**config.mk**
```make
export PLATFORM = sky130hd
export DESIGN_NAME = linear_probe_hash_table_core
export DESIGN_NICKNAME = d
export VERILOG_FILES = /design/src/lph_pkg.sv /design/src/lph_store.sv /design/src/linear_probe_hash_table_core.sv
export SDC_FILE = /design/constraint.sdc
export NUM_CORES = 1
export LEC_CHECK = 0
export BUFFER_PORTS_ARGS = -buffer_cell sky130_fd_sc_hd__buf_4
export CAP_MARGIN = 20
export CORE_MARGIN = 10
export CORE_UTILIZATION = 42
export CTS_CLUSTER_DIAMETER = 120
export DETAILED_ROUTE_END_ITERATION = 8
export SLEW_MARGIN = 20
export SYNTH_ARGS = -nofsm -noshare
export SYNTH_HDL_FRONTEND = slang
export SYNTH_HIERARCHICAL = 1
export SYNTH_SLANG_ARGS = --single-unit
export TNS_END_PERCENT = 50
```
**constraint.sdc**
```tcl
create_clock -name i_clk -period 6.67 [get_ports i_clk]
set_clock_uncertainty 0.15 [all_clocks]
set_input_delay 1.0005 -clock i_clk [delete_from_list [all_inputs] [get_ports i_clk]]
set_output_delay 1.0005 -clock i_clk [all_outputs]
set_load 0.005 [all_outputs]
```
**src/lph_pkg.sv**
```systemverilog
`timescale 1ns / 1ps
`default_nettype none
// ----------------------------------------------------------------------------
// lph_pkg
// Shared types and constants of the linear probing hash table: table size,
// field widths, operation and status codes, and the slot store requests.
// ----------------------------------------------------------------------------
package lph_pkg;

    // table geometry (slot count is a power of two: home slot = low key bits)
    localparam int TABLE_SLOTS = 16;
    localparam int SLOT_W      = $clog2(TABLE_SLOTS);
    localparam int CNT_W       = $clog2(TABLE_SLOTS + 1);
    localparam int KEY_W       = 32;

    // operation codes
    localparam logic OP_INSERT = 1'b0;
    localparam logic OP_SEARCH = 1'b1;

    // status codes
    localparam logic [1:0] ST_OK       = 2'd0;
    localparam logic [1:0] ST_FULL     = 2'd1;
    localparam logic [1:0] ST_ZERO_KEY = 2'd2;

    // write request to the slot store
    typedef struct packed {
        logic              en;
        logic [SLOT_W-1:0] addr;
        logic [KEY_W-1:0]  data;
    } t_wr_req;

    // read request to the slot store
    typedef struct packed {
        logic              en;
        logic [SLOT_W-1:0] addr;
    } t_rd_req;

    // wrap-around successor of a slot index
    function automatic logic [SLOT_W-1:0] next_slot(input logic [SLOT_W-1:0] idx);
        logic [SLOT_W-1:0] res;
        if (idx == SLOT_W'(TABLE_SLOTS - 1)) begin
            res = '0;
        end else begin
            res = idx + SLOT_W'(1);
        end
        return res;
    endfunction

endpackage
`default_nettype wire

```
**src/lph_store.sv**
```systemverilog
`timescale 1ns / 1ps
`default_nettype none
// ----------------------------------------------------------------------------
// lph_store
// Slot key memory: one write port, one read port with registered read data.
// Per-slot valid flags are cleared by reset, so an unwritten slot reads as
// the empty key.
// ----------------------------------------------------------------------------
module lph_store
    import lph_pkg::*;
(
    input  wire logic             i_clk,
    input  wire logic             i_rst_n,
    input  wire t_wr_req          i_wr,
    input  wire t_rd_req          i_rd,
    output logic [KEY_W-1:0]      o_rd_data
);

    logic [KEY_W-1:0]       r_mem [TABLE_SLOTS];
    logic [TABLE_SLOTS-1:0] r_slot_valid;
    logic [KEY_W-1:0]       r_rd_data;
    logic                   r_rd_valid;

    // key array write
    always_ff @(posedge i_clk) begin
        if (i_wr.en) begin
            r_mem[i_wr.addr] <= i_wr.data;
        end
    end

    // registered read
    always_ff @(posedge i_clk) begin
        if (i_rd.en) begin
            r_rd_data <= r_mem[i_rd.addr];
        end
    end

    // valid flags, cleared at reset
    always_ff @(posedge i_clk) begin
        if (!i_rst_n) begin
            r_slot_valid <= '0;
            r_rd_valid   <= 1'b0;
        end else begin
            if (i_wr.en) begin
                r_slot_valid[i_wr.addr] <= 1'b1;
            end
            if (i_rd.en) begin
                r_rd_valid <= r_slot_valid[i_rd.addr];
            end
        end
    end

    // never-written slot reads as empty
    assign o_rd_data = r_rd_valid ? r_rd_data : '0;

endmodule
`default_nettype wire

```
**src/linear_probe_hash_table_core.sv**
```systemverilog
`timescale 1ns / 1ps
`default_nettype none
// ----------------------------------------------------------------------------
// linear_probe_hash_table_core
// Open-addressing hash table of 32-bit keys with linear probing, optional
// replacement of misplaced occupants, and search with probe counting.
// ----------------------------------------------------------------------------
// One item is processed at a time. The keys live in a 16-slot memory with a
// single read port, and probing walks it one slot per cycle: an item reads p
// slots, 1 to 16, between its input transfer and its result being loaded into
// the output register, while a zero key or an insert into a full table goes
// straight to its result register without reading any slot of the table. An
// insert with displacement writes the new key into its home slot and carries
// on probing from the next slot for the displaced key, in the same walk.
// The output register lets the next input be taken while a result waits.
// Reset clears the table at once through per-slot valid flags (no clearing
// pass) and sets replace_mode to 1.
// ----------------------------------------------------------------------------
module linear_probe_hash_table_core
    import lph_pkg::*;
(
    input  wire logic              i_clk,
    input  wire logic              i_rst_n,
    // configuration
    input  wire logic              i_cfg_valid,
    output logic                   o_cfg_ready,
    input  wire logic              i_cfg_replace_mode,
    // input items
    input  wire logic              i_valid,
    output logic                   o_ready,
    input  wire logic              i_op,
    input  wire logic [KEY_W-1:0]  i_key,
    // result items
    output logic                   o_valid,
    input  wire logic              i_ready,
    output logic                   o_found,
    output logic [SLOT_W-1:0]      o_slot,
    output logic [CNT_W-1:0]       o_probe_count,
    output logic [1:0]             o_status
);

    typedef enum logic [2:0] {
        S_IDLE  = 3'b001,
        S_PROBE = 3'b010,
        S_DONE  = 3'b100
    } t_state;

    t_state              r_state, n_state;
    logic                r_mode;
    logic                r_op, n_op;
    logic [KEY_W-1:0]    r_key, n_key;
    logic [SLOT_W-1:0]   r_ptr, n_ptr;
    logic [SLOT_W-1:0]   r_home, n_home;
    logic [CNT_W-1:0]    r_dist, n_dist;
    logic                r_disp, n_disp;
    logic [KEY_W-1:0]    r_moved, n_moved;
    logic [CNT_W-1:0]    r_filled, n_filled;
    // pending result
    logic                r_res_found, n_res_found;
    logic [SLOT_W-1:0]   r_res_slot, n_res_slot;
    logic [CNT_W-1:0]    r_res_probe, n_res_probe;
    logic [1:0]          r_res_status, n_res_status;
    // output register
    logic                r_out_valid;
    logic                r_out_found;
    logic [SLOT_W-1:0]   r_out_slot;
    logic [CNT_W-1:0]    r_out_probe;
    logic [1:0]          r_out_status;

    t_wr_req             w_wr;
    t_rd_req             w_rd;
    logic [KEY_W-1:0]    w_rd_data;
    logic                w_in_xfer;
    logic                w_out_load;
    logic [SLOT_W-1:0]   w_next;
    logic [SLOT_W-1:0]   w_in_home;

    // slot memory
    lph_store u_store (
        .i_clk     (i_clk),
        .i_rst_n   (i_rst_n),
        .i_wr      (w_wr),
        .i_rd      (w_rd),
        .o_rd_data (w_rd_data)
    );

    assign o_ready     = (r_state == S_IDLE);
    assign o_cfg_ready = 1'b1;
    assign w_in_xfer   = i_valid && o_ready;
    assign w_out_load  = (r_state == S_DONE) && (!r_out_valid || i_ready);
    assign w_next      = next_slot(r_ptr);
    assign w_in_home   = i_key[SLOT_W-1:0];

    // probe sequencer
    always_comb begin
        n_state      = r_state;
        n_op         = r_op;
        n_key        = r_key;
        n_ptr        = r_ptr;
        n_home       = r_home;
        n_dist       = r_dist;
        n_disp       = r_disp;
        n_moved      = r_moved;
        n_filled     = r_filled;
        n_res_found  = r_res_found;
        n_res_slot   = r_res_slot;
        n_res_probe  = r_res_probe;
        n_res_status = r_res_status;
        w_wr         = '0;
        w_rd.en      = 1'b0;
        w_rd.addr    = w_next;

        case (r_state)
            S_IDLE: begin
                w_rd.addr = w_in_home;
                if (w_in_xfer) begin
                    n_op         = i_op;
                    n_key        = i_key;
                    n_ptr        = w_in_home;
                    n_home       = w_in_home;
                    n_dist       = '0;
                    n_disp       = 1'b0;
                    n_res_found  = 1'b0;
                    n_res_slot   = '0;
                    n_res_probe  = '0;
                    n_res_status = ST_OK;
                    if (i_key == '0) begin
                        n_res_status = ST_ZERO_KEY;
                        n_state      = S_DONE;
                    end else if (i_op == OP_INSERT && r_filled >= CNT_W'(TABLE_SLOTS)) begin
                        n_res_status = ST_FULL;
                        n_state      = S_DONE;
                    end else begin
                        w_rd.en = 1'b1;
                        n_state = S_PROBE;
                    end
                end
            end

            S_PROBE: begin
                if (r_op == OP_SEARCH) begin
                    // search: stop on hit, empty slot or a full pass
                    if (w_rd_data == r_key) begin
                        n_res_found = 1'b1;
                        n_res_slot  = r_ptr;
                        n_res_probe = r_dist;
                        n_state     = S_DONE;
                    end else if (w_rd_data == '0) begin
                        n_res_probe = r_dist;
                        n_state     = S_DONE;
                    end else if (r_dist == CNT_W'(TABLE_SLOTS - 1)) begin
                        n_res_probe = r_dist + CNT_W'(1);
                        n_state     = S_DONE;
                    end else begin
                        w_rd.en = 1'b1;
                        n_ptr   = w_next;
                        n_dist  = r_dist + CNT_W'(1);
                    end
                end else if (!r_disp && r_dist == '0 && r_mode && w_rd_data != '0
                             && w_rd_data[SLOT_W-1:0] != r_ptr) begin
                    // home occupant belongs elsewhere: take its slot, rehome it
                    w_wr.en   = 1'b1;
                    w_wr.addr = r_ptr;
                    w_wr.data = r_key;
                    n_moved   = w_rd_data;
                    n_disp    = 1'b1;
                    w_rd.en   = 1'b1;
                    n_ptr     = w_next;
                    n_dist    = r_dist + CNT_W'(1);
                end else if (w_rd_data == '0) begin
                    // empty slot: store the probing key
                    w_wr.en     = 1'b1;
                    w_wr.addr   = r_ptr;
                    w_wr.data   = r_disp ? r_moved : r_key;
                    n_filled    = r_filled + CNT_W'(1);
                    n_res_slot  = r_disp ? r_home : r_ptr;
                    n_res_probe = r_dist;
                    n_state     = S_DONE;
                end else begin
                    w_rd.en = 1'b1;
                    n_ptr   = w_next;
                    n_dist  = r_dist + CNT_W'(1);
                end
            end

            S_DONE: begin
                if (w_out_load) begin
                    n_state = S_IDLE;
                end
            end

            default: begin
                n_state = S_IDLE;
            end
        endcase
    end

    // control registers
    always_ff @(posedge i_clk) begin
        if (!i_rst_n) begin
            r_state  <= S_IDLE;
            r_filled <= '0;
            r_mode   <= 1'b1;
        end else begin
            r_state  <= n_state;
            r_filled <= n_filled;
            if (i_cfg_valid && o_cfg_ready) begin
                r_mode <= i_cfg_replace_mode;
            end
        end
    end

    // working registers
    always_ff @(posedge i_clk) begin
        r_op         <= n_op;
        r_key        <= n_key;
        r_ptr        <= n_ptr;
        r_home       <= n_home;
        r_dist       <= n_dist;
        r_disp       <= n_disp;
        r_moved      <= n_moved;
        r_res_found  <= n_res_found;
        r_res_slot   <= n_res_slot;
        r_res_probe  <= n_res_probe;
        r_res_status <= n_res_status;
    end

    // output register valid
    always_ff @(posedge i_clk) begin
        if (!i_rst_n) begin
            r_out_valid <= 1'b0;
        end else if (w_out_load) begin
            r_out_valid <= 1'b1;
        end else if (i_ready) begin
            r_out_valid <= 1'b0;
        end
    end

    // output register payload
    always_ff @(posedge i_clk) begin
        if (w_out_load) begin
            r_out_found  <= r_res_found;
            r_out_slot   <= r_res_slot;
            r_out_probe  <= r_res_probe;
            r_out_status <= r_res_status;
        end
    end

    assign o_valid       = r_out_valid;
    assign o_found       = r_out_found;
    assign o_slot        = r_out_slot;
    assign o_probe_count = r_out_probe;
    assign o_status      = r_out_status;

`ifndef SYNTHESIS
    // occupancy never exceeds the table
    a_filled_bound: assert property (@(posedge i_clk) disable iff (!i_rst_n)
        r_filled <= CNT_W'(TABLE_SLOTS))
        else $error("fill count above table size");

    // a store only happens while the table has room
    a_store_room: assert property (@(posedge i_clk) disable iff (!i_rst_n)
        (w_wr.en && r_state == S_PROBE && w_rd_data == '0) |-> r_filled < CNT_W'(TABLE_SLOTS))
        else $error("key stored into full table");

    // a displacement write is always followed by further probing
    a_disp_probe: assert property (@(posedge i_clk) disable iff (!i_rst_n)
        (r_state == S_PROBE && !r_disp && n_disp) |=> (r_state == S_PROBE && r_disp))
        else $error("displaced key left without a slot");

    // a hit is only reported as a successful search
    a_found_ok: assert property (@(posedge i_clk) disable iff (!i_rst_n)
        (w_out_load && r_res_found) |-> (r_res_status == ST_OK && r_op == OP_SEARCH))
        else $error("found flag on non-search result");

    // probing distance stays inside one pass
    a_dist_bound: assert property (@(posedge i_clk) disable iff (!i_rst_n)
        r_state == S_PROBE |-> r_dist < CNT_W'(TABLE_SLOTS))
        else $error("probe walked past one full pass");
`endif

endmodule
`default_nettype wire

```
-- Word level (Yosys, flattened, before mapping)
Memory sizes are Yosys's and may differ from the RTL's. A register that Yosys moved wholly into a read port is not among the register bits.
Index checks and enable logic that the tools add are counted.
Widths: inputs -> output; s select.
- register bits after elaboration: 130
- memory bits (writable): 512
- input bits: 39
- output and inout port bits: 15
- logic and storage cells: 155
- memories kept: 1
- memory list (memory ; depth ; width ; read ports ; clocked after memory_dff ; write ports ; line ; text):
    u_store.r_mem ; 16 ; 32 ; 1 ; 1 ; 1 ; lph_store.sv:19 ; logic [KEY_W-1:0] r_mem [TABLE_SLOTS];
- add/sub/neg operators: 3
- $lt $le $gt $ge: 4
- eq/ne operators: 21
- mux-type cells: 75
- bitwise operators: 4
- reductions and logical operators: 26
- operators by type and width (operator ; number):
    $mux 37 ; 4
    $mux 5 ; 13
    $logic_not 32->1 ; 2
    $mux 32 ; 2
    $mux 4 ; 15
    $eq 32x32->1 ; 1
    $reduce_bool 32->1 ; 1
    $mux 3 ; 10
    $mux 1 ; 21
    $ne 3x3->1 const B ; 7
    $pmux 5 s2 ; 2
    $or 16x16->16 ; 1
    $pmux 4 s2 ; 2
    $reduce_and 5->1 ; 3
    $reduce_and 4->1 ; 3
    $add 5x1->5 const B ; 2
    $lt 4x5->1 const B ; 2
    $ne 2x2->1 const B ; 5
    $pmux 3 s3 ; 1
    $logic_and 1x1->1 ; 8
    $pmux 1 s2 ; 3
    $reduce_and 6->1 ; 1
    $eq 5x4->1 const B ; 1
    $ge 5x5->1 const B ; 1
    18 further kinds ; 22

-- Depth between registers and ports, before layout
Gate-level depths: netlist of run 1.
- depth after elaboration: 13
- depth in mapped cells: 11
- gate-level depth less buffers: 10

-- Cells and area by module
Netlist of run 1, hierarchy kept.
- by module, submodules not included (module ; instances ; cells an instance ; area an instance (um2)):
    lph_store ; 1 ; 852 ; 21126.5
    linear_probe_hash_table_core ; 1 ; 367 ; 4949.7

-- Worst setup path before layout of run 1
No wires, ideal clock.
- kind: register to register
- start point: reg u_store.r_rd_valid
- end point: mem u_store.r_mem[0][0] (enable)
- arrival time: 4.565 ns
- data required time: 6.057 ns
- path slack: 1.492 ns
- cell stages (with the launch flop): 10
- buffers on the path: 1
- period minus slack after synthesis: 5.178 ns
- cells stage by stage: dfxtp_1 clkbuf_1 and2_1 nor4_1 nand4_1 nor3_1 nor2_1 inv_1 or3b_2 nor3_1
- RTL lines (item ; line ; text):
    from (decl) ; lph_store.sv:22 ; logic r_rd_valid;
    from (signal assigned) ; lph_store.sv:48 ; r_rd_valid <= r_slot_valid[i_rd.addr];
    to (decl) ; lph_store.sv:19 ;

==> results of run 1 <==
==> flip-flops by register name, summed over array words and instances, names as in the netlist, 16 cells and up <==
register and cells:
r_moved 32, r_key 32, u_store/r_rd_data 32, u_store/r_slot_valid 16, u_store/r_mem 512
==> power groups by stage <==
stage / sequential [uW] / clock, uW / combinational [uW]
2_1_floorplan: 4750 / 0 / 510
3_3_place_gp: 4790 / 0 / 708
3_5_place_dp: 4790 / 0 / 714
4_1_cts: 4700 / 4050 / 716
5_1_grt: 4700 / 4220 / 751
6_report: 4700 / 3980 / 702
==> worst max-delay path: stages, from the launching register on <==
cell and delay [ns]:
dfxtp_1 0.65, and2_1 0.35, nor4_1 0.50, nand4_1 0.46, nor3_1 0.54, nor2_1 0.19
nor2b_1 0.49, nand2b_1 0.38, nor2_4 0.70, buf_4 0.45
==> cell usage after synthesis, types with 2 or more instances <==
library cell	n	area (um2)
dfxtp_1	27	541
a21o_1	2	15.0
buf_1	6	22.5
or3_4	2	22.5
nor3_1	6	30.0
nor2b_1	7	43.8
ha_1	5	62.6
nor3b_1	2	15.0
nor2_1	36	135
a22o_1	32	280
xnor2_1	37	324
nor4_1	21	131
o21a_1	18	135
mux4_2	162	3650
edfxtp_1	643	19300
nand2b_1	8	50.1
and2_1	32	200
nand4_1	13	81.3
buf_6	14	158
mux2i_1	14	140
mux2_2	5	56.3
xor2_1	5	43.8
nand2_1	26	97.6
a211oi_1	2	15.0
o21ai_0	7	35.0
nand3b_1	3	22.5
inv_1	14	52.6
nand3_1	4	20.0
o211ai_1	4	30.0
a221oi_1	2	17.5
buf_2	17	85.1
a21oi_1	6	30.0
and3_1	4	25.0
clkbuf_1	18	67.6
==> cell families after synthesis <==
group	Yosys count
other	1
DFF	670
muxes	182
AOI/OAI and AO/OA	81
xor gates and xnor gates	42
buffers and inverters	70
adders and majority gates	5
and+or+nand+nor	168
==> metal layers <==
metal	GRT usage [%]	up-vias	share of wire [%]	routed length, um
li1	-	5266	-	-
met1	24.8	6796	45	27600
met2	25.6	499	47	28500
met3	3.37	80	6.6	4030
met4	4.22	0	1.9	1190
met5	0	-	0	0
==> metrics by stage <==
| stage | power [uW] | instances |
|---|---|---|
| 2_1_floorplan | 5260 | 1219 |
| 3_3_place_gp | 5490 | 2079 |
| 3_5_place_dp | 5500 | 2083 |
| 4_1_cts | 9460 | 2206 |
| 5_1_grt | 9670 | 2206 |
| 6_report | 9380 | 2206 |
==> worst max path at each step <==
stage | start | to | slack [ns] | cells after the start
2_1_floorplan | u_store/r_rd_valid | u_store/r_mem[0][0] | 1.49 | 9
3_3_place_gp | u_store/r_rd_valid | u_store/r_mem[14][19] | 1.71 | 9
3_5_place_dp | u_store/r_rd_valid | u_store/r_mem[14][19] | 1.52 | 9
4_1_cts | u_store/r_rd_valid | u_store/r_mem[14][19] | 1.53 | 9
5_1_grt | u_store/r_rd_valid | u_store/r_mem[14][6] | 1.17 | 9
6_report | u_store/r_rd_valid | u_store/r_mem[11][3] | 1.43 | 9
==> area by class of cell <==
class                   count  area, um2
clock inverters            38        510
fillers                  4951      31600
well taps                 837       1050
multi-input cells         479       6000
repair buffers             83        746
inverters                  14       52.6
flip-flops and latches    670      19800
clock buffers              85       1830
==> flow_summary.json, run 1 <==
{
  "status": "complete, no violations",
  "final_util_pct": 48.8,
  "die_h_um": 269,
  "power_leakage_uw": 0.00874,
  "final_layout_size_suffix_gt1_share_pct": 27.2,
  "switchingPower_uw": 2040,
  "final_common_cell": "edfxtp_1",
  "crit_required_ns": 6.77,
  "detailedPlace.worstSlack_ns": 1.52,
  "worstPathArrival_ns": 5.34,
  "reg2reg_from": "u_store/r_rd_valid",
  "r2r_cells": 9,
  "layout_common_cells": "edfxtp_1 (643), mux4_2 (162), buf_4 (75)",
  "cts_sinks": 670,
  "placed_cell_area_mm2": 0.0277,
  "hp-start": "r_res_probe[2]",
  "dieArea_mm2": 0.0725,
  "pwr_density_cell_mw_per_mm2": 312,
  "cts_resized": 0,
  "finalMaxSlewViolations": 0,
  "drtIter0Drc": 1364,
  "first_global_vias": 12800,
  "setup_slack_ns": 1.43,
  "synth_xor_area_share_pct": 1.41,
  "gr-total-overflow": 0,
  "drc": 0,
  "postCtsHoldBufs": 0,
  "start_util_pct": 42.3,
  "synth_compound_area_share_pct": 2.39,
  "switching_share_pct": 21.7,
  "yosysWarnings": 6,
  "ys_seq_area_share_pct": 76.1,
  "p_seq_share_pct": 50.1,
  "min_path_cells": 0,
  "vias_per_cell": 5.73,
  "port_buffers": 52,
  "ys_types": 49,
  "rows": 91,
  "critPathKind": "reg -> reg",
  "slew_headroom_pct": 28.4,
  "hp-class": "reg -> reg",
  "grt_pass1_wl_um": 90700,
  "rsz0062_at_grt": "false",
  "wl_um": 61300,
  "syn-num-nets": 1263,
  "synth_simple_gate_area_share_pct": 3.49,
  "irDropWorstVdd_mv": 0.192,
  "hpwlAfterDp_um": 37800,
  "hold_ws_ns": 0.268,
  "synthAdderAreaFrac_pct": 0.240,
  "track_usage_pct": 16.9,
  "hold_end": "o_probe_count[2]",
  "tns_ns": 0,
  "synthArstFlopShare_pct": 0,
  "power_frac_comb_pct": 7.5,
  "area_growth_pct": 15.2,
  "cts_tree": "done",
  "synthCells": 1219,
  "avgRoutedWirePerCell_um": 27.8,
  "pin_count": 54,
  "antenna_found_initial": 1,
  "maxCapViolCount": 0,
  "htreeDepth": 3,
  "cts_max_path_buffers": 3,
  "vias": 12600,
  "worstSetupEndpointType": "flop",
  "maxClockFrequency_mhz": 191,
  "synth.ff_latch_count": 670,
  "r2r_setup_slack_ns": 1.43,
  "avgSynthCellArea_um2": 21.4,
  "period_needed_ns": 5.24,
  "tightestPinTransition_ns": 1.07,
  "cts_buffers": 70,
  "synthMuxAreaShare_pct": 14.8,
  "synth_ff_type": "edfxtp_1",
  "cts-root-buf": "clkbuf_16",
  "synth_edf_count": 643,
  "final_nets": 1362,
  "core-area_mm2": 0.0616,
  "postRouteAntennaNets": 0,
  "pwr-share-clk_pct": 42.4,
  "insertion_delay_ns": 0.61,
  "first_pass_iters": 7,
  "cts_setup_buffers": 0,
  "cp_max_fo": 33,
  "path_clk_slew_ns": 0.06,
  "r2r_end": "u_store/r_mem[11][3]",
  "hold_viol": 0,
  "finalInstanceArea_mm2": 0.0300,
  "die_width_um": 269,
  "n_antenna_cell": 0,
  "setup_viol": 0,
  "intPower_uw": 7340,
  "syn-cell-area_mm2": 0.0261,
  "routabilityCongestion": 0.803,
  "grt_max_degree": 100,
  "critPathLaunchType": "flop",
  "synth_top_family_by_area": "multiplexers",
  "timing.final.crit_share_pct": 78.5
}
Note: power is estimated with default switching activity, not from simulation.
==> run 2, diff against run 1 <==
--- a/config.mk
+++ b/config.mk
@@ -5,6 +5,7 @@
 export SDC_FILE = /design/constraint.sdc
 export NUM_CORES = 1
 export LEC_CHECK = 0
+export ABC_AREA = 1
 export BUFFER_PORTS_ARGS = -buffer_cell sky130_fd_sc_hd__buf_4
 export CAP_MARGIN = 20
 export CORE_MARGIN = 10
==> constraint.sdc (replaced) <==
create_clock -name i_clk -period 4.86 [get_ports i_clk]
set_clock_uncertainty 0.15 [all_clocks]
set_input_delay 0.729 -clock i_clk [delete_from_list [all_inputs] [get_ports i_clk]]
set_output_delay 0.729 -clock i_clk [all_outputs]
set_load 0.005 [all_outputs]
==> run 2 against run 1 <==
Effect of this change: sequential cell count stayed put; first-iteration DRC count is 39% higher; clock power is 30% higher; fmax is 41% higher; die area is 4.8% higher; via count is 40% higher; largest power group unchanged; highest routed layer unchanged.
==> flow_summary.json, run 2 <==
{
  "postCtsHoldBufs": 0,
  "n_antenna_cell": 0,
  "die_h_um": 276,
  "cts_buffers": 69,
  "cp_max_fo": 23,
  "final_nets": 2388,
  "yosysTopAreaCellShare_pct": 70.4,
  "min_path_cells": 1,
  "avgSynthCellArea_um2": 12.0,
  "yosysMostFrequentCell": "edfxtp_1",
  "stdcell_count": 3254,
  "synth_edf_count": 643,
  "rsz0062_at_grt": "false",
  "avgRoutedWirePerCell_um": 21.5,
  "core-area_mm2": 0.0646,
  "cts_resized": 0,
  "cts_sinks": 670,
  "slew_headroom_pct": 25.1,
  "die_width_um": 276,
  "path_clk_slew_ns": 0.06,
  "maxClockFrequency_mhz": 270,
  "synth_ff_type": "edfxtp_1",
  "insertion_delay_ns": 0.61,
  "antenna_found_initial": 3,
  "cts_tree": "done",
  "area_growth_pct": 13.9,
  "synthArstFlopShare_pct": 0,
  "hpwlAfterDp_um": 41600,
  "timing.final.crit_share_pct": 76.3,
  "grt_pass1_wl_um": 106000,
  "hold_ws_ns": 0.160,
  "htreeDepth": 3,
  "drc": 0,
  "cts-root-buf": "clkbuf_16",
  "ys_seq_area_share_pct": 72.4,
  "status": "complete, no violations",
  "routabilityCongestion": 0.814,
  "worstPathArrival_ns": 3.87,
  "syn-cell-area_mm2": 0.0274,
  "wl_um": 69900,
  "cts_setup_buffers": 0,
  "postRouteAntennaNets": 0,
  "power_leakage_uw": 0.00984,
  "netlist_top_cells_area": "edfxtp_1 (70%), nor2_1 (7.0%), o21ai_0 (4.7%)",
  "tightestPinTransition_ns": 1.12,
  "finalMaxSlewViolations": 0,
  "ys_types": 36,
  "crit_required_ns": 5.02,
  "largest-register": "u_store/r_mem",
  "dp.cells": 3127,
  "first_pass_iters": 5,
  "irDropWorstVdd_mv": 0.402,
  "final_layout_size_suffix_gt1_share_pct": 10.4,
  "first_global_vias": 17000,
  "regArea_mm2": 0.0198,
  "maxCapViolCount": 0,
  "fillers": 5621,
  "final_common_cell": "edfxtp_1",
  "critPathKind": "reg -> reg",
  "r2r_cells": 17,
  "yosysWarnings": 6,
  "pwr_density_cell_mw_per_mm2": 489,
  "multiInputGateArea_mm2": 0.00664,
  "dieArea_mm2": 0.0759,
  "r2r_setup_slack_ns": 1.15,
  "track_usage_pct": 18.2,
  "vias_per_cell": 5.42,
  "grt_max_degree": 228,
  "port_buffers": 52,
  "synthCells": 2285,
  "hp-class": "in -> reg",
  "cts_max_path_buffers": 3,
  "tns_ns": 0,
  "drtIter0Drc": 1896,
  "yosys.area.top_type": "edfxtp_1",
  "period_needed_ns": 3.71,
  "start_util_pct": 42.5,
  "rows": 93,
  "layout_common_cells": "edfxtp_1 (643), nor2_1 (494), o21ai_0 (252)",
  "synth_commonest_cells": "edfxtp_1 (643), nor2_1 (510), o21ai_0 (256)",
  "setup_viol": 0,
  "synth.ff_latch_count": 670,
  "hold_viol": 0,
  "final_util_pct": 48.4,
  "gr-total-overflow": 0,
  "largest_reg_flops": 512,
  "critPathLaunchType": "flop",
  "pin_count": 54,
  "syn-num-nets": 2329,
  "worstSetupEndpointType": "flop",
  "p_total_uw": 15300,
  "vias": 17600
}
run 2: worst paths after layout:
kind	from	end
worst max-delay path	u_store/r_rd_valid	u_store/r_mem[7][11]
worst min-delay path	i_key[14]	r_key[14]
worst max register to register	u_store/r_rd_valid	u_store/r_mem[7][11]
worst min register to register	r_res_probe[2]	o_probe_count[2]
run 2: layout make-up:
cell class,count,share of cell area (%)
Clock buffer,96,6.16
Clock inverter,30,0.929
Sequential cell,670,63.6
Multi-Input combinational cell,1362,21.3
Tap cell,855,3.43
Timing Repair Buffer,114,3.12
Inverter,127,1.55
run 2: metal layers:
layer | share of wire [%] | GRT usage, % | vias to the layer above
met3 | 7.2 | 2.84 | 100
met1 | 44 | 25.3 | 8722
met2 | 46 | 28.7 | 634
met5 | 0 | 0 | -
li1 | - | - | 8183
met4 | 2.5 | 6.21 | 0
run 2: power breakdown:
part	switching, uW	internal [uW]	total (uW)	leakage (uW)
logic	2480	917	3400	0.00357
clock network	2130	3040	5170	0.00108
registers	99.7	6600	6700	0.00519
run 2: worst max-delay path, cell delays in order, from the launching register on:
cell     delay (ns)
dfxtp_1        0.31
buf_4          0.19
nand2_1        0.07
inv_1          0.06
nor2_1         0.13
nand2_1        0.07
nor2_1         0.18
nand2_2        0.13
nor2_4         0.19
nand2_4        0.12
inv_2          0.07
nor2_1         0.09
nor2_1         0.21
inv_1          0.08
nor3_1         0.18
inv_1          0.19
nor2_4         0.69
buf_4          0.28
run 2: cell families (layout without fill, tap and decap cells):
logic type | count (synthesis) | count (layout) | synth area share (%)
xor gates and xnor gates | 31 | 31 | 0.990
other | 1 | 1 | 0.0137
and+or+nand+nor | 867 | 867 | 12.7
buffers and inverters | 253 | 367 | 4.04
adders and majority gates | 5 | 5 | 0.228
AOI/OAI and AO/OA | 458 | 458 | 9.63
DFF | 670 | 670 | 72.4
run 2: stage by stage:
stage / area [um2] / setup slack (ns)
finish: 31200 / 1.15
global route: 31200 / 0.891
CTS: 31200 / 1.13
detailed placement: 29000 / 1.15
global placement: 29000 / 1.22
floorplan: 27400 / 0.884
